### config.mk
export PLATFORM = sky130hd
export DESIGN_NAME = triangular_filterbank_energy_flat
export DESIGN_NICKNAME = d
export VERILOG_FILES = /design/src/rtl/tfe_pkg.sv /design/src/rtl/tfe_in_if.sv /design/src/rtl/tfe_out_if.sv /design/src/rtl/tfe_ram.sv /design/src/rtl/tfe_div.sv /design/src/rtl/triangular_filterbank_energy.sv /design/src/flat_wrapper.sv
export VERILOG_INCLUDE_DIRS = /design/src /design/src/rtl
export SDC_FILE = /design/constraint.sdc
export NUM_CORES = 2
export LEC_CHECK = 0
export BUFFER_PORTS_ARGS = -buffer_cell sky130_fd_sc_hd__buf_2
export CORE_ASPECT_RATIO = 0.6
export CORE_MARGIN = 8
export CORE_UTILIZATION = 25
export CTS_BUF_LIST = sky130_fd_sc_hd__clkbuf_4 sky130_fd_sc_hd__clkbuf_8
export DETAILED_ROUTE_END_ITERATION = 8
export PLACE_DENSITY_LB_ADDON = 0.3
export REMOVE_ABC_BUFFERS = 1
export SYNTH_ARGS = -nofsm -noshare
export SYNTH_HDL_FRONTEND = slang
export SYNTH_SLANG_ARGS = --single-unit
export TNS_END_PERCENT = 100
### constraint.sdc
create_clock -name clk -period 18.57 [get_ports clk]
set_input_delay 3.714 -clock clk [delete_from_list [all_inputs] [get_ports clk]]
set_output_delay 3.714 -clock clk [all_outputs]
set_load 0.05 [all_outputs]
### src/rtl/assert_macros.svh
// Assertion macros shared by the RTL; define ASSERT_OFF to compile them out.
`ifndef ASSERT_MACROS_SVH
`define ASSERT_MACROS_SVH
`ifndef ASSERT_OFF
// Same-cycle implication.
`define ASSERT_IMPL(lbl, clk, rst_n, a, b) \
	lbl: assert property (@(posedge clk) disable iff (!rst_n) (a) |-> (b)) \
		else $error("assertion failed: same-cycle implication");
// Next-cycle implication.
`define ASSERT_NEXT(lbl, clk, rst_n, a, b) \
	lbl: assert property (@(posedge clk) disable iff (!rst_n) (a) |=> (b)) \
		else $error("assertion failed: next-cycle implication");
`else
`define ASSERT_IMPL(lbl, clk, rst_n, a, b)
`define ASSERT_NEXT(lbl, clk, rst_n, a, b)
`endif
`endif

### src/rtl/tfe_pkg.sv
`timescale 1ns / 1ps
// ----------------------------------------------------------------------------
// tfe_pkg
// Constants, filter edge table and helpers for the filterbank energy block.
// ----------------------------------------------------------------------------
package tfe_pkg;
	localparam int NUM_SPECTRUM_BINS = 256;
	localparam int NUM_FILTERS       = 12;
	localparam int FILT_W            = 4;
	localparam int CNT_W             = $clog2(NUM_SPECTRUM_BINS + 1);
	localparam int BW_W              = 26;
	localparam int HZ_W              = 16;
	localparam int POWER_W           = 32;
	localparam int ACC_W             = 48;
	localparam int FREQ_W            = BW_W + CNT_W;
	localparam int CMP_W             = 40;
	localparam int DIV_W             = 32;
	localparam int Q_W               = 17;
	localparam int W_W               = 16;
	localparam int PROD_W            = POWER_W + W_W;
	localparam int CFG_IDX_W         = 2;
	localparam int CFG_DATA_W        = 26;

	localparam logic [CFG_IDX_W-1:0] REG_BIN_WIDTH    = 2'd0;
	localparam logic [CFG_IDX_W-1:0] REG_LOW_LIMIT    = 2'd1;
	localparam logic [CFG_IDX_W-1:0] REG_HIGH_LIMIT   = 2'd2;
	localparam logic [CFG_IDX_W-1:0] REG_FLOOR_ENABLE = 2'd3;

	localparam logic [BW_W-1:0]  BIN_WIDTH_RST  = 26'd2048000;
	localparam logic [HZ_W-1:0]  LOW_LIMIT_RST  = 16'd0;
	localparam logic [HZ_W-1:0]  HIGH_LIMIT_RST = 16'd8000;
	localparam logic [ACC_W-1:0] ACC_MAX        = {ACC_W{1'b1}};
	localparam logic [ACC_W-1:0] FLOOR_VALUE    = 48'd256;
	localparam logic [FILT_W-1:0] LAST_FILTER   = 4'(NUM_FILTERS - 1);

	localparam logic [HZ_W-1:0] EDGE_LO [NUM_FILTERS] = '{
		16'd0, 16'd0, 16'd200, 16'd400, 16'd600, 16'd800,
		16'd1000, 16'd1200, 16'd1500, 16'd2250, 16'd3000, 16'd6000};
	localparam logic [HZ_W-1:0] EDGE_HI [NUM_FILTERS] = '{
		16'd12000, 16'd200, 16'd400, 16'd600, 16'd800, 16'd1000,
		16'd1200, 16'd1500, 16'd2250, 16'd3000, 16'd6000, 16'd12000};

	function automatic logic included(input logic [FILT_W-1:0] f,
			input logic [HZ_W-1:0] lo_lim, input logic [HZ_W-1:0] hi_lim);
		logic [HZ_W-1:0] e;
		e = EDGE_LO[f];
		return (e >= lo_lim) && (e <= hi_lim);
	endfunction
endpackage

### src/rtl/tfe_in_if.sv
`timescale 1ns / 1ps
// ----------------------------------------------------------------------------
// tfe_in_if
// Spectrum bin channel: valid/ready with bin power and frame end mark.
// ----------------------------------------------------------------------------
interface tfe_in_if;
	logic                            valid;
	logic                            ready;
	logic [tfe_pkg::POWER_W-1:0]     power;
	logic                            frame_end;
	modport source (output valid, output power, output frame_end, input ready);
	modport sink (input valid, input power, input frame_end, output ready);
endinterface

### src/rtl/tfe_out_if.sv
`timescale 1ns / 1ps
// ----------------------------------------------------------------------------
// tfe_out_if
// Filter result channel: valid/ready with index, energy and flags.
// ----------------------------------------------------------------------------
interface tfe_out_if;
	logic                          valid;
	logic                          ready;
	logic [tfe_pkg::FILT_W-1:0]    filter_index;
	logic [tfe_pkg::ACC_W-1:0]     energy;
	logic                          empty_filter;
	logic                          last_result;
	modport source (output valid, output filter_index, output energy,
		output empty_filter, output last_result, input ready);
	modport sink (input valid, input filter_index, input energy,
		input empty_filter, input last_result, output ready);
endinterface

### src/rtl/tfe_ram.sv
`timescale 1ns / 1ps
// ----------------------------------------------------------------------------
// tfe_ram
// Generic single-port-write, single-port-read RAM with registered read data.
// ----------------------------------------------------------------------------
module tfe_ram #(
	parameter int WIDTH = 48,
	parameter int DEPTH = 12,
	parameter int AW    = $clog2(DEPTH)
) (
	input  logic             clk,
	input  logic             we,
	input  logic [AW-1:0]    waddr,
	input  logic [WIDTH-1:0] wdata,
	input  logic             re,
	input  logic [AW-1:0]    raddr,
	output logic [WIDTH-1:0] rdata
);
	logic [WIDTH-1:0] mem [DEPTH];

	always_ff @(posedge clk) begin
		if (we) begin
			mem[waddr] <= wdata;
		end
		if (re) begin
			rdata <= mem[raddr];
		end
	end
endmodule

### src/rtl/tfe_div.sv
`timescale 1ns / 1ps
// ----------------------------------------------------------------------------
// tfe_div
// Restoring divider for floor(num * 2^16 / den) with num <= den, one bit a cycle.
// ----------------------------------------------------------------------------
module tfe_div (
	input  logic                          clk,
	input  logic                          arst_n,
	input  logic                          start,
	input  logic [tfe_pkg::DIV_W-1:0]     num,
	input  logic [tfe_pkg::DIV_W-1:0]     den,
	output logic                          done,
	output logic [tfe_pkg::Q_W-1:0]       quot
);
	logic                      busy_q;
	logic                      done_q;
	logic [4:0]                cnt_q;
	logic [tfe_pkg::DIV_W-1:0] rem_q;
	logic [tfe_pkg::DIV_W-1:0] den_q;
	logic [tfe_pkg::Q_W-1:0]   quot_q;
	logic [tfe_pkg::DIV_W:0]   rem2;
	logic                      bit_nxt;
	logic                      first_bit;

	assign rem2      = {rem_q, 1'b0};
	assign bit_nxt   = rem2 >= {1'b0, den_q};
	assign first_bit = num >= den;

	always_ff @(posedge clk or negedge arst_n) begin
		if (!arst_n) begin
			busy_q <= 1'b0;
			done_q <= 1'b0;
			cnt_q  <= '0;
		end else begin
			done_q <= 1'b0;
			if (start) begin
				busy_q <= 1'b1;
				cnt_q  <= 5'd16;
			end else if (busy_q) begin
				cnt_q <= cnt_q - 5'd1;
				if (cnt_q == 5'd1) begin
					busy_q <= 1'b0;
					done_q <= 1'b1;
				end
			end
		end
	end

	always_ff @(posedge clk) begin
		if (start) begin
			den_q  <= den;
			rem_q  <= first_bit ? num - den : num;
			quot_q <= {{(tfe_pkg::Q_W-1){1'b0}}, first_bit};
		end else if (busy_q) begin
			rem_q  <= bit_nxt ? tfe_pkg::DIV_W'(rem2 - {1'b0, den_q})
				: tfe_pkg::DIV_W'(rem2);
			quot_q <= {quot_q[tfe_pkg::Q_W-2:0], bit_nxt};
		end
	end

	assign done = done_q;
	assign quot = quot_q;
endmodule

### src/rtl/triangular_filterbank_energy.sv
`timescale 1ns / 1ps
// ----------------------------------------------------------------------------
// triangular_filterbank_energy
// Accumulates weighted spectrum bins into twelve triangular filters.
// ----------------------------------------------------------------------------
// One bin is taken per input transaction and processed to completion before
// the next is accepted. The twelve filters are visited one per cycle, the
// scan pausing on each filter the bin falls strictly inside for the bit-serial
// weight division, the multiply and the accumulator read-modify-write. A bin
// hits at most two filters; a bin past the spectrum end is accepted but adds
// to no filter. A frame end then scans the filters again, emitting one result
// per included filter and stalling while the output side is not ready.
// Accumulators live in a 12 x 48 RAM; a per-entry valid bit marks entries
// written this frame, doubling as the hit flag, and clearing those bits at
// frame end empties the bank without writing the RAM.
// ----------------------------------------------------------------------------
`include "assert_macros.svh"

module triangular_filterbank_energy (
	input  logic                              clk,
	input  logic                              arst_n,
	input  logic                              cfg_we,
	input  logic [tfe_pkg::CFG_IDX_W-1:0]     cfg_index,
	input  logic [tfe_pkg::CFG_DATA_W-1:0]    cfg_data,
	tfe_in_if.sink                            bin_in,
	tfe_out_if.source                         res_out
);
	localparam logic [2:0] S_IDLE      = 3'd0;
	localparam logic [2:0] S_SCAN      = 3'd1;
	localparam logic [2:0] S_DIV       = 3'd2;
	localparam logic [2:0] S_MUL       = 3'd3;
	localparam logic [2:0] S_ACC       = 3'd4;
	localparam logic [2:0] S_EMIT_SCAN = 3'd5;
	localparam logic [2:0] S_EMIT_DATA = 3'd6;

	// Configuration registers.
	logic [tfe_pkg::BW_W-1:0] bw_q;
	logic [tfe_pkg::HZ_W-1:0] low_q;
	logic [tfe_pkg::HZ_W-1:0] high_q;
	logic                     floor_q;

	// Control.
	logic [2:0]                         state_q;
	logic [tfe_pkg::CNT_W-1:0]          cnt_q;
	logic [tfe_pkg::FILT_W-1:0]         f_q;
	logic [tfe_pkg::NUM_FILTERS-1:0]    valid_q;
	logic                               frame_end_q;
	logic                               active_q;

	// Bin payload and datapath.
	logic [tfe_pkg::POWER_W-1:0] power_q;
	logic [tfe_pkg::FREQ_W-1:0]  freq_q;
	logic [tfe_pkg::PROD_W-1:0]  prod_q;

	// Output register.
	logic                        out_valid_q;
	logic [tfe_pkg::FILT_W-1:0]  out_idx_q;
	logic [tfe_pkg::ACC_W-1:0]   out_energy_q;
	logic                        out_empty_q;
	logic                        out_last_q;

	// Filter geometry for the current filter.
	logic [tfe_pkg::CMP_W-1:0]   freq_x, lo_x, hi_x, mid_x;
	logic [tfe_pkg::HZ_W-1:0]    right_hz;
	logic                        incl, in_band, rising, is_last, out_free;
	logic [tfe_pkg::DIV_W-1:0]   num, den;

	// RAM and divider hookup.
	logic                        ram_we, ram_re;
	logic [tfe_pkg::ACC_W-1:0]   ram_wdata, ram_rdata, acc_cur;
	logic [tfe_pkg::ACC_W:0]     acc_sum;
	logic [tfe_pkg::ACC_W-1:0]   energy_nxt;
	logic                        div_start, div_done;
	logic [tfe_pkg::Q_W-1:0]     quot;
	logic [tfe_pkg::W_W-1:0]     weight;

	function automatic logic last_included(input logic [tfe_pkg::FILT_W-1:0] f,
			input logic [tfe_pkg::HZ_W-1:0] lo_lim, input logic [tfe_pkg::HZ_W-1:0] hi_lim);
		logic later;
		later = 1'b0;
		for (int g = 0; g < tfe_pkg::NUM_FILTERS; g++) begin
			if (g > int'(f) && tfe_pkg::included(tfe_pkg::FILT_W'(g), lo_lim, hi_lim)) begin
				later = 1'b1;
			end
		end
		return tfe_pkg::included(f, lo_lim, hi_lim) && !later;
	endfunction

	// Clip the right edge; centre stays at the unclipped midpoint.
	always_comb begin
		right_hz = (tfe_pkg::EDGE_HI[f_q] > high_q) ? high_q : tfe_pkg::EDGE_HI[f_q];
		freq_x   = tfe_pkg::CMP_W'(freq_q);
		lo_x     = tfe_pkg::CMP_W'({tfe_pkg::EDGE_LO[f_q], 16'b0});
		hi_x     = tfe_pkg::CMP_W'({right_hz, 16'b0});
		mid_x    = tfe_pkg::CMP_W'({({1'b0, tfe_pkg::EDGE_LO[f_q]}
			+ {1'b0, tfe_pkg::EDGE_HI[f_q]}), 15'b0});
		incl     = tfe_pkg::included(f_q, low_q, high_q);
		in_band  = incl && (freq_x > lo_x) && (freq_x < hi_x);
		rising   = freq_x <= mid_x;
		num      = rising ? tfe_pkg::DIV_W'(freq_x - lo_x) : tfe_pkg::DIV_W'(hi_x - freq_x);
		den      = rising ? tfe_pkg::DIV_W'(mid_x - lo_x) : tfe_pkg::DIV_W'(hi_x - mid_x);
		is_last  = last_included(f_q, low_q, high_q);
	end

	assign weight   = quot[tfe_pkg::Q_W-1] ? {tfe_pkg::W_W{1'b1}} : quot[tfe_pkg::W_W-1:0];
	assign acc_cur  = valid_q[f_q] ? ram_rdata : '0;
	assign acc_sum  = {1'b0, acc_cur}
		+ tfe_pkg::ACC_W'(prod_q[tfe_pkg::PROD_W-1:tfe_pkg::W_W]);
	assign ram_wdata = acc_sum[tfe_pkg::ACC_W] ? tfe_pkg::ACC_MAX : acc_sum[tfe_pkg::ACC_W-1:0];
	assign ram_we    = (state_q == S_ACC);
	assign ram_re    = ((state_q == S_SCAN) && active_q && in_band)
		|| ((state_q == S_EMIT_SCAN) && incl);
	assign div_start = (state_q == S_SCAN) && active_q && in_band;
	assign out_free  = !out_valid_q || res_out.ready;
	assign energy_nxt = (floor_q && acc_cur < tfe_pkg::FLOOR_VALUE)
		? tfe_pkg::FLOOR_VALUE : acc_cur;

	tfe_ram #(.WIDTH(tfe_pkg::ACC_W), .DEPTH(tfe_pkg::NUM_FILTERS), .AW(tfe_pkg::FILT_W))
	u_acc_ram (
		.clk   (clk),
		.we    (ram_we),
		.waddr (f_q),
		.wdata (ram_wdata),
		.re    (ram_re),
		.raddr (f_q),
		.rdata (ram_rdata)
	);

	tfe_div u_div (
		.clk    (clk),
		.arst_n (arst_n),
		.start  (div_start),
		.num    (num),
		.den    (den),
		.done   (div_done),
		.quot   (quot)
	);

	// Configuration writes: only while idle, per the block's usage rules; the block itself does not enforce it.
	always_ff @(posedge clk or negedge arst_n) begin
		if (!arst_n) begin
			bw_q    <= tfe_pkg::BIN_WIDTH_RST;
			low_q   <= tfe_pkg::LOW_LIMIT_RST;
			high_q  <= tfe_pkg::HIGH_LIMIT_RST;
			floor_q <= 1'b0;
		end else if (cfg_we) begin
			case (cfg_index)
				tfe_pkg::REG_BIN_WIDTH:    bw_q    <= cfg_data;
				tfe_pkg::REG_LOW_LIMIT:    low_q   <= cfg_data[tfe_pkg::HZ_W-1:0];
				tfe_pkg::REG_HIGH_LIMIT:   high_q  <= cfg_data[tfe_pkg::HZ_W-1:0];
				tfe_pkg::REG_FLOOR_ENABLE: floor_q <= cfg_data[0];
				default: ;
			endcase
		end
	end

	// Sequencer: scan filters per bin, then emit at frame end.
	always_ff @(posedge clk or negedge arst_n) begin
		if (!arst_n) begin
			state_q     <= S_IDLE;
			cnt_q       <= '0;
			f_q         <= '0;
			valid_q     <= '0;
			frame_end_q <= 1'b0;
			active_q    <= 1'b0;
			out_valid_q <= 1'b0;
		end else begin
			// Load a new result or drop the one just taken.
			if (state_q == S_EMIT_DATA && out_free) begin
				out_valid_q <= 1'b1;
			end else if (out_valid_q && res_out.ready) begin
				out_valid_q <= 1'b0;
			end
			case (state_q)
				S_IDLE: begin
					if (bin_in.valid) begin
						frame_end_q <= bin_in.frame_end;
						active_q    <= cnt_q < tfe_pkg::CNT_W'(tfe_pkg::NUM_SPECTRUM_BINS);
						if (cnt_q < tfe_pkg::CNT_W'(tfe_pkg::NUM_SPECTRUM_BINS)) begin
							cnt_q <= cnt_q + 1'b1;
						end
						f_q     <= '0;
						state_q <= S_SCAN;
					end
				end
				S_SCAN: begin
					if (active_q && in_band) begin
						state_q <= S_DIV;
					end else if (!active_q || f_q == tfe_pkg::LAST_FILTER) begin
						f_q     <= '0;
						state_q <= frame_end_q ? S_EMIT_SCAN : S_IDLE;
					end else begin
						f_q <= f_q + 1'b1;
					end
				end
				S_DIV: begin
					if (div_done) begin
						state_q <= S_MUL;
					end
				end
				S_MUL: begin
					state_q <= S_ACC;
				end
				S_ACC: begin
					// Mark the entry written; this is also the filter's hit flag.
					valid_q[f_q] <= 1'b1;
					if (f_q == tfe_pkg::LAST_FILTER) begin
						f_q     <= '0;
						state_q <= frame_end_q ? S_EMIT_SCAN : S_IDLE;
					end else begin
						f_q     <= f_q + 1'b1;
						state_q <= S_SCAN;
					end
				end
				S_EMIT_SCAN: begin
					if (incl) begin
						state_q <= S_EMIT_DATA;
					end else if (f_q == tfe_pkg::LAST_FILTER) begin
						// No filter included: just clear the frame.
						valid_q <= '0;
						cnt_q   <= '0;
						state_q <= S_IDLE;
					end else begin
						f_q <= f_q + 1'b1;
					end
				end
				S_EMIT_DATA: begin
					if (out_free) begin
						if (is_last) begin
							valid_q <= '0;
							cnt_q   <= '0;
							state_q <= S_IDLE;
						end else begin
							f_q     <= f_q + 1'b1;
							state_q <= S_EMIT_SCAN;
						end
					end
				end
				default: state_q <= S_IDLE;
			endcase
		end
	end

	// Datapath registers.
	always_ff @(posedge clk) begin
		if (state_q == S_IDLE && bin_in.valid) begin
			power_q <= bin_in.power;
			freq_q  <= tfe_pkg::FREQ_W'(bw_q) * tfe_pkg::FREQ_W'(cnt_q);
		end
		if (state_q == S_MUL) begin
			prod_q <= tfe_pkg::PROD_W'(power_q) * tfe_pkg::PROD_W'(weight);
		end
		if (state_q == S_EMIT_DATA && out_free) begin
			out_idx_q    <= f_q;
			out_energy_q <= energy_nxt;
			out_empty_q  <= !valid_q[f_q];
			out_last_q   <= is_last;
		end
	end

	assign bin_in.ready         = (state_q == S_IDLE);
	assign res_out.valid        = out_valid_q;
	assign res_out.filter_index = out_idx_q;
	assign res_out.energy       = out_energy_q;
	assign res_out.empty_filter = out_empty_q;
	assign res_out.last_result  = out_last_q;

	// Bin counter never runs past the spectrum length.
	`ASSERT_IMPL(a_cnt_bound, clk, arst_n, 1'b1,
		cnt_q <= tfe_pkg::CNT_W'(tfe_pkg::NUM_SPECTRUM_BINS))
	// Weight is below one, so a contribution never exceeds the bin power.
	`ASSERT_IMPL(a_contrib_bound, clk, arst_n, state_q == S_ACC,
		prod_q[tfe_pkg::PROD_W-1:tfe_pkg::W_W] <= power_q)
	// Emitting the last result of a frame leaves the bank empty.
	`ASSERT_NEXT(a_frame_clear, clk, arst_n,
		state_q == S_EMIT_DATA && out_free && is_last, valid_q == '0 && cnt_q == '0)
endmodule
### src/flat_wrapper.sv
// flat-port wrapper written by rule: the top's interface ports become plain ports
module triangular_filterbank_energy_flat 
  (clk, arst_n, cfg_we, cfg_index, cfg_data, bin_in_valid, bin_in_power, bin_in_frame_end, bin_in_ready, res_out_valid, res_out_filter_index, res_out_energy, res_out_empty_filter, res_out_last_result, res_out_ready);
  tfe_in_if bin_in_i ();
  tfe_out_if res_out_i ();
  input  logic clk;
  input  logic arst_n;
  input  logic cfg_we;
  input  logic [tfe_pkg::CFG_IDX_W-1:0] cfg_index;
  input  logic [tfe_pkg::CFG_DATA_W-1:0] cfg_data;
  input wire logic [$bits(bin_in_i.valid)-1:0] bin_in_valid;
  input wire logic [$bits(bin_in_i.power)-1:0] bin_in_power;
  input wire logic [$bits(bin_in_i.frame_end)-1:0] bin_in_frame_end;
  output wire logic [$bits(bin_in_i.ready)-1:0] bin_in_ready;
  output wire logic [$bits(res_out_i.valid)-1:0] res_out_valid;
  output wire logic [$bits(res_out_i.filter_index)-1:0] res_out_filter_index;
  output wire logic [$bits(res_out_i.energy)-1:0] res_out_energy;
  output wire logic [$bits(res_out_i.empty_filter)-1:0] res_out_empty_filter;
  output wire logic [$bits(res_out_i.last_result)-1:0] res_out_last_result;
  input wire logic [$bits(res_out_i.ready)-1:0] res_out_ready;
  assign bin_in_i.valid = bin_in_valid;
  assign bin_in_i.power = bin_in_power;
  assign bin_in_i.frame_end = bin_in_frame_end;
  assign bin_in_ready = bin_in_i.ready;
  assign res_out_valid = res_out_i.valid;
  assign res_out_filter_index = res_out_i.filter_index;
  assign res_out_energy = res_out_i.energy;
  assign res_out_empty_filter = res_out_i.empty_filter;
  assign res_out_last_result = res_out_i.last_result;
  assign res_out_i.ready = res_out_ready;
  triangular_filterbank_energy u_core (.clk(clk), .arst_n(arst_n), .cfg_we(cfg_we), .cfg_index(cfg_index), .cfg_data(cfg_data), .bin_in(bin_in_i), .res_out(res_out_i));
endmodule
; ---- Word level (Yosys, flattened, before mapping)
; Memories as Yosys holds them, arrays and structs flattened. A register that Yosys moved wholly into a read port is not among the register bits.
; Cells that the tools add are included.
[totals]
reg_bits = 347
mem_bits_rw = 576
romBits = 512
inputBits = 66
out_inout_bits = 56
wordCells = 245
n_memories = 3
[mem_list]
columns = name, depth, word_bits, rd, rd_clocked_by_memory_dff, write_ports, line_no
row1 = u_core.u_acc_ram.mem, 12, 48, 1, 1, 1, tfe_ram.sv:19  ; logic [WIDTH-1:0] mem [DEPTH];
row2 = (name not given), 16, 16, 1, 0, 0, tfe_pkg.sv:46  ; e = EDGE_LO[f];
row3 = (name not given), 16, 16, 1, 0, 0, triangular_filterbank_energy.sv:91  ; right_hz = (tfe_pkg::EDGE_HI[f_q] > high_q) ? high_q : tfe_pkg::EDGE_HI[f_q];
[classes]
n_addsub = 11
mul = 2
order_cmp = 46
eq_ne = 23
n_mux = 75
n_bitwise = 2
n_reduce_logical = 58
[ops]
columns = cell, n
row1 = 2-to-1 mux 32 bit, 6
row2 = subtractor 32 bit, 6
row3 = 2-to-1 mux 16 bit, 6
row4 = 2-to-1 mux 48 bit, 2
row5 = 2-to-1 mux 9 bit, 6
row6 = adder 48 x 32 -> 49 bit, 1
row7 = "greater-or-equal comparator 10 x 16 -> 1 bit, first input constant", 3
row8 = "<= comparator 10 x 16 -> 1 bit, first input constant", 3
row9 = "less-than comparator 48 x 9 -> 1 bit, second input constant", 1
row10 = multiplier 32 x 16 -> 48 bit, 1
row11 = 2-to-1 mux 12 bit, 4
row12 = case mux 12 bit (3 select lines), 1
row13 = greater-than comparator 35 x 32 -> 1 bit, 1
row14 = <= comparator 35 x 32 -> 1 bit, 1
row15 = logical AND 1 bit, 35
row16 = less-than comparator 35 x 32 -> 1 bit, 1
row17 = multiplier 26 x 9 -> 35 bit, 1
row18 = greater-or-equal comparator 33 x 32 -> 1 bit, 1
row19 = "greater-or-equal comparator 11 x 16 -> 1 bit, first input constant", 2
row20 = "greater-or-equal comparator 12 x 16 -> 1 bit, first input constant", 2
row21 = greater-or-equal comparator 32 bit, 1
row22 = "<= comparator 11 x 16 -> 1 bit, first input constant", 2
row23 = "<= comparator 12 x 16 -> 1 bit, first input constant", 2
row24 = 2-to-1 mux 4 bit, 8
row25 = other kinds (54), 120

; ---- Depth between registers and ports, before layout
[logic_depth]
depth_word = 19
ltp_mapped = 46
depth_no_buf = 39

; ---- Modules after synthesis
; Synthesis repeated with hierarchy kept, for this count alone.
[hier_totals]
hier_cells = 6293
area_unflattened_um2 = 70701.6
[modules_own_cells]
columns = module, n_inst, cells_per_inst, area_each_um2, seq_area_each_um2
row1 = triangular_filterbank_energy, 1, 4447, 40306.2, 6861.6
row2 = tfe_ram, 1, 986, 23039.6, 18738.0
row3 = tfe_div, 1, 860, 7355.8, 2447.3

; ---- Worst setup path before layout
; Ideal clock, no wire load.
[synth_path]
path_kind = register to register
start = register u_core.f_q[0] in the netlist's numbering
end = register u_core.u_div.rem_q[18] in the netlist's numbering, data pin
setup_ps = 271
arrival_time_ps = 8868
required_time_ps = 18299
setup_slack_ps = 9431
stages_incl_launch_ff = 44
n_path_buf = 8
synth_period_minus_slack_ps = 9139
path_cell_list = dfrtp_1 -> clkbuf_1 -> clkbuf_1 -> buf_1 -> inv_1 -> ha_1 -> a21oi_1 -> nor2b_1 -> a21oi_1 -> ha_1 -> a211o_1 -> a21oi_1 -> o21bai_1 -> xor2_1 -> inv_1 -> ha_1 -> or4_1 -> o221ai_1 -> [8 not listed] -> o21ai_0 -> ha_1 -> inv_1 -> fa_1 -> a21o_1 -> a21oi_1 -> o21bai_1 -> a21oi_1 -> o21bai_1 -> a21oi_1 -> o21ai_0 -> a221oi_1 -> inv_1 -> a31oi_1 -> buf_4 -> buf_6 -> mux2i_1 -> mux2i_1
[synth_between]
elab_chain_len = 11
elab_cells_between_ends = 29
cone_classes = add/sub (6) / order compare (7) / mux (9) / bitwise (1) / reduce/logical (4) / memory (2)
[synth_lines]
columns = item, line_no
row1 = start: declaration, triangular_filterbank_energy.sv:45  ; logic [tfe_pkg::FILT_W-1:0] f_q;
row2 = start signal: assignment, triangular_filterbank_energy.sv:193  ; f_q <= f_q + 1'b1;
row3 = start signal: assignment, triangular_filterbank_energy.sv:211  ; f_q <= f_q + 1'b1;
row4 = start signal: assignment, triangular_filterbank_energy.sv:224  ; f_q <= f_q + 1'b1;
row5 = inverter 4 -> 5 bit (not written as such) *, n/a
row6 = memory read (16 x 16 bit), n/a
row7 = 2-to-1 mux 16 bit (not written as such) (2 in series), triangular_filterbank_energy.sv:91
row8 = greater-than comparator 16 bit, triangular_filterbank_energy.sv:91
row9 = 2-to-1 mux 16 bit, triangular_filterbank_energy.sv:91
row10 = subtractor 32 bit, triangular_filterbank_energy.sv:101  ; den = rising ? tfe_pkg::DIV_W'(mid_x - lo_x) : tfe_pkg::DIV_W'(hi_x - mid_x);
row11 = 2-to-1 mux 32 bit *, triangular_filterbank_energy.sv:101
row12 = net u_core.den (one bit), triangular_filterbank_energy.sv:66  ; logic [tfe_pkg::DIV_W-1:0] num, den;
row13 = subtractor 32 bit / greater-or-equal comparator 32 bit (equally long branches), "tfe_div.sv:52, tfe_div.sv:27"
row14 = 2-to-1 mux 32 bit *, tfe_div.sv:52  ; rem_q <= first_bit ? num - den : num;
row15 = 2-to-1 mux 32 bit *, tfe_div.sv:50  ; if (start) begin
row16 = end signal: assignment, tfe_div.sv:52
row17 = end signal: assignment, tfe_div.sv:55  ; rem_q <= bit_nxt ? tfe_pkg::DIV_W'(rem2 - {1'b0, den_q})
row18 = end: declaration, tfe_div.sv:18  ; logic [tfe_pkg::DIV_W-1:0] rem_q;
; Mark *: on every way through the listed nets, which the timed path passes. The rest lies on a longest branch. The select of a mux whose other input is x is not followed.
; A chain may end at the register's enable or synchronous reset.

; ---- Worst setup path after layout
[layout_path]
start = register u_core.f_q[2] in the netlist's numbering
end = register u_core.u_div.rem_q[27] in the netlist's numbering, data pin
; Same word-level chain as after synthesis.

==> impl_metrics.py <==
metrics = {
    "status": {
        "run_status": "finished, final reports clean",
    },
    "place": {
        "io_buffer_count": 121,
        "placed_area_mm2": 0.0719,
        "place_ws_ns": 7.88,
        "place_congestion": 0.908,
        "dp.final_hpwl_um": 144000,
    },
    "synth": {
        "syn_inst": 5912,
        "seq_area_frac_synth": 0.410,
        "syn_area_mm2": 0.0673,
        "synth.avg_cell_area_um2": 11.4,
        "yosys.area_share.simple": 0.126,
        "synthArstFlopShare": 0.103,
        "synth_fa_ha_area_frac": 0.246,
        "synth_ff_type": "edfxtp_1",
        "synth_xor_area_frac": 0.0249,
        "synth_seq_cells": 939,
        "synthDistinctLibCells": 94,
        "synthMuxAreaShare": 0.0656,
        "synth_warnings": 0,
        "synth-edff-count": 826,
        "synth_top_family_by_area": "adder cells",
        "synth_compound_gate_area_share": 0.0723,
    },
    "clock_tree": {
        "cts_sinks": 939,
        "cts_buffers": 162,
        "root_buffer": "clkbuf_8",
        "clk_latency_ns": 0.91,
        "cts_buffer_depth": 4,
        "h-tree-depth": 4,
        "holdBufCountCts": 0,
        "cts_resized": 0,
        "cts_tree": "yes",
        "cts_setup_buffers": 0,
        "clkTransAtPathRegs_ns": 0.07,
    },
    "critical_path": {
        "cp_max_fo": 45,
        "crit_path_end_kind": "flop",
        "crit_arrival_ns": 11.60,
        "crit_path_frequent_cell": "a21oi_1",
        "slowest_stage": "dfrtp_4",
        "critical_path_required_ns": 19.11,
        "worstSetupPathType": "flop to flop",
        "slowest_delay_ns": 0.86,
        "cp-start-kind": "flop",
    },
    "die": {
        "start_util": 0.251,
        "coreArea_mm2": 0.268,
        "die_w_um": 686,
        "dieArea_mm2": 0.287,
        "fp-row-count": 147,
        "ios": 122,
        "die_h_um": 418,
    },
    "routing": {
        "drc": 0,
        "drt-total-wl_um": 207000,
        "ant_nets": 0,
        "dr_total_vias": 45178,
        "dr.pass1.iters": 6,
        "viasPerCell": 4.67,
        "avgRoutedWirePerCell_um": 21.4,
        "first_iter_violations": 3511,
    },
    "timing": {
        "relSlewSlack": 0.0843,
        "tightest_slew_ns": 1.36,
        "holdWs_ns": 0.501,
        "drv_slew": 0,
        "timing.fmax_mhz": 90.4,
        "finalCritPeriodShare": 0.595,
        "rsz0062_at_grt": "false",
        "skew_ns": 0.138,
        "hold_violations": 0,
        "setup_viol": 0,
        "layout_min_cycle_time_ns": 11.06,
        "worst_slack_ns": 7.51,
    },
    "layout": {
        "nets": 7001,
        "areaGrowthSynthToFinish_pct": 11.4,
        "final_common_cell": "edfxtp_1",
        "finalInstanceArea_mm2": 0.0750,
        "drive_above_1_share": 0.115,
        "layout_common_cells": "826 x edfxtp_1, 720 x nand2_1, 710 x inv_1, 591 x fa_1, 372 x ha_1",
    },
    "global_routing": {
        "grt_pass1_wl_um": 307000,
        "grt_pass1_vias": 46014,
        "antenna_found_initial": 10,
        "gr-usage-all-layers": 0.140,
        "grt_max_degree": 89,
        "grt_remaining_overflow": 0,
    },
    "run": {
        "max-cap-violations": 0,
    },
    "min_path": {
        "min_path_type": "flop to flop",
    },
}
## metal layers
layer | routed length, µm | GRT usage
met1 | 102000 | 0.215
met2 | 86400 | 0.203
met3 | 14400 | 0.0281
met4 | 3540 | 0.0270
met5 | 0 | 0
## per-stage QoR
stage	std cells	TNS, ns	utilization
final	9672	0	0.280
after global routing	9668	0	0.280
after CTS	9667	0	0.280
after detailed placement	9384	0	0.269
after global placement	9384	0	0.269
after floorplan	5629	-29.69	-
## Yosys cell counts (all sizes together), types with 46 or more instances
cell,instances,area share
buf,46,0.0028
xor2,54,0.0070
ha,372,0.069
a21o,81,0.0090
nor2,311,0.017
nor3,90,0.0067
and2,266,0.025
nand2,720,0.040
inv,712,0.040
fa,591,0.18
dfrtp,85,0.032
o21ai,149,0.011
a31oi,64,0.0059
nor2b,129,0.012
nand3,49,0.0036
mux2,69,0.012
mux4,117,0.039
a21oi,199,0.015
edfxtp,826,0.37
xnor2,137,0.018
mux2i,100,0.015
clkbuf,238,0.013
## worst max-delay path, delay by kind of cell (launching register included)
kind / cells / cell delay (ns)
flip-flops: 1 / 0.86
adder cells (fa/ha/maj): 4 / 1.35
buffers and inverters: 7 / 2.17
AND/OR/NAND/NOR: 6 / 1.01
multiplexers: 1 / 0.29
AO/OA/AOI/OAI: 19 / 4.94
## final cells by class
class                           instances  area [µm²]
Timing Repair Buffer                  179        1040
Sequential cell                       939       27600
Clock inverter                         78         487
Tap cell                             3576        4470
Inverter                              713        2680
Antenna cell                            5        12.5
Fill cell                           27683      193000
Multi-Input combinational cell       3977       36100
Clock buffer                          205        2580
## registers in the layout, indices dropped and copies added (netlist names), 16 cells and up
register	count
u_core.power_q	32
u_core.high_q	16
u_core.u_acc_ram.mem	576
u_core.u_acc_ram.rdata	48
u_core.freq_q	35
u_core.u_div.quot	17
u_core.bw_q	26
u_core.u_div.rem_q	32
u_core.low_q	16
u_core.prod_q	32
u_core.u_div.den_q	16
u_core.res_out.energy	48
## worst paths after layout
| check | startpoint | to | slack [ns] | cells past startpoint |
|---|---|---|---|---|
| max | u_core.f_q[2] | u_core.u_div.rem_q[27] | 7.51 | 37 |
| min | u_core.valid_q[7] | u_core.valid_q[7] | 0.50 | 2 |
| max reg2reg | u_core.f_q[2] | u_core.u_div.rem_q[27] | 7.51 | 37 |
| min reg2reg | u_core.valid_q[7] | u_core.valid_q[7] | 0.50 | 2 |
| max in group asynchronous | arst_n | u_core.active_q | 14.24 | 3 |
| min in group asynchronous | arst_n | u_core.bw_q[23] | 2.73 | 1 |
## logic make-up (layout without fill, tap and decap cells)
| logic type | count (synthesis) | count (layout) |
|---|---|---|
| AOI/OAI and AO/OA | 754 | 754 |
| xor gates and xnor gates | 191 | 191 |
| adders and majority gates | 967 | 967 |
| buffers and inverters | 997 | 1175 |
| DFF | 939 | 939 |
| muxes | 286 | 286 |
| other | 2 | 8 |
| and+or+nand+nor | 1776 | 1776 |
Power is not shown: default switching activity piles up to over one toggle a cycle in this logic, so the estimate is an artifact.
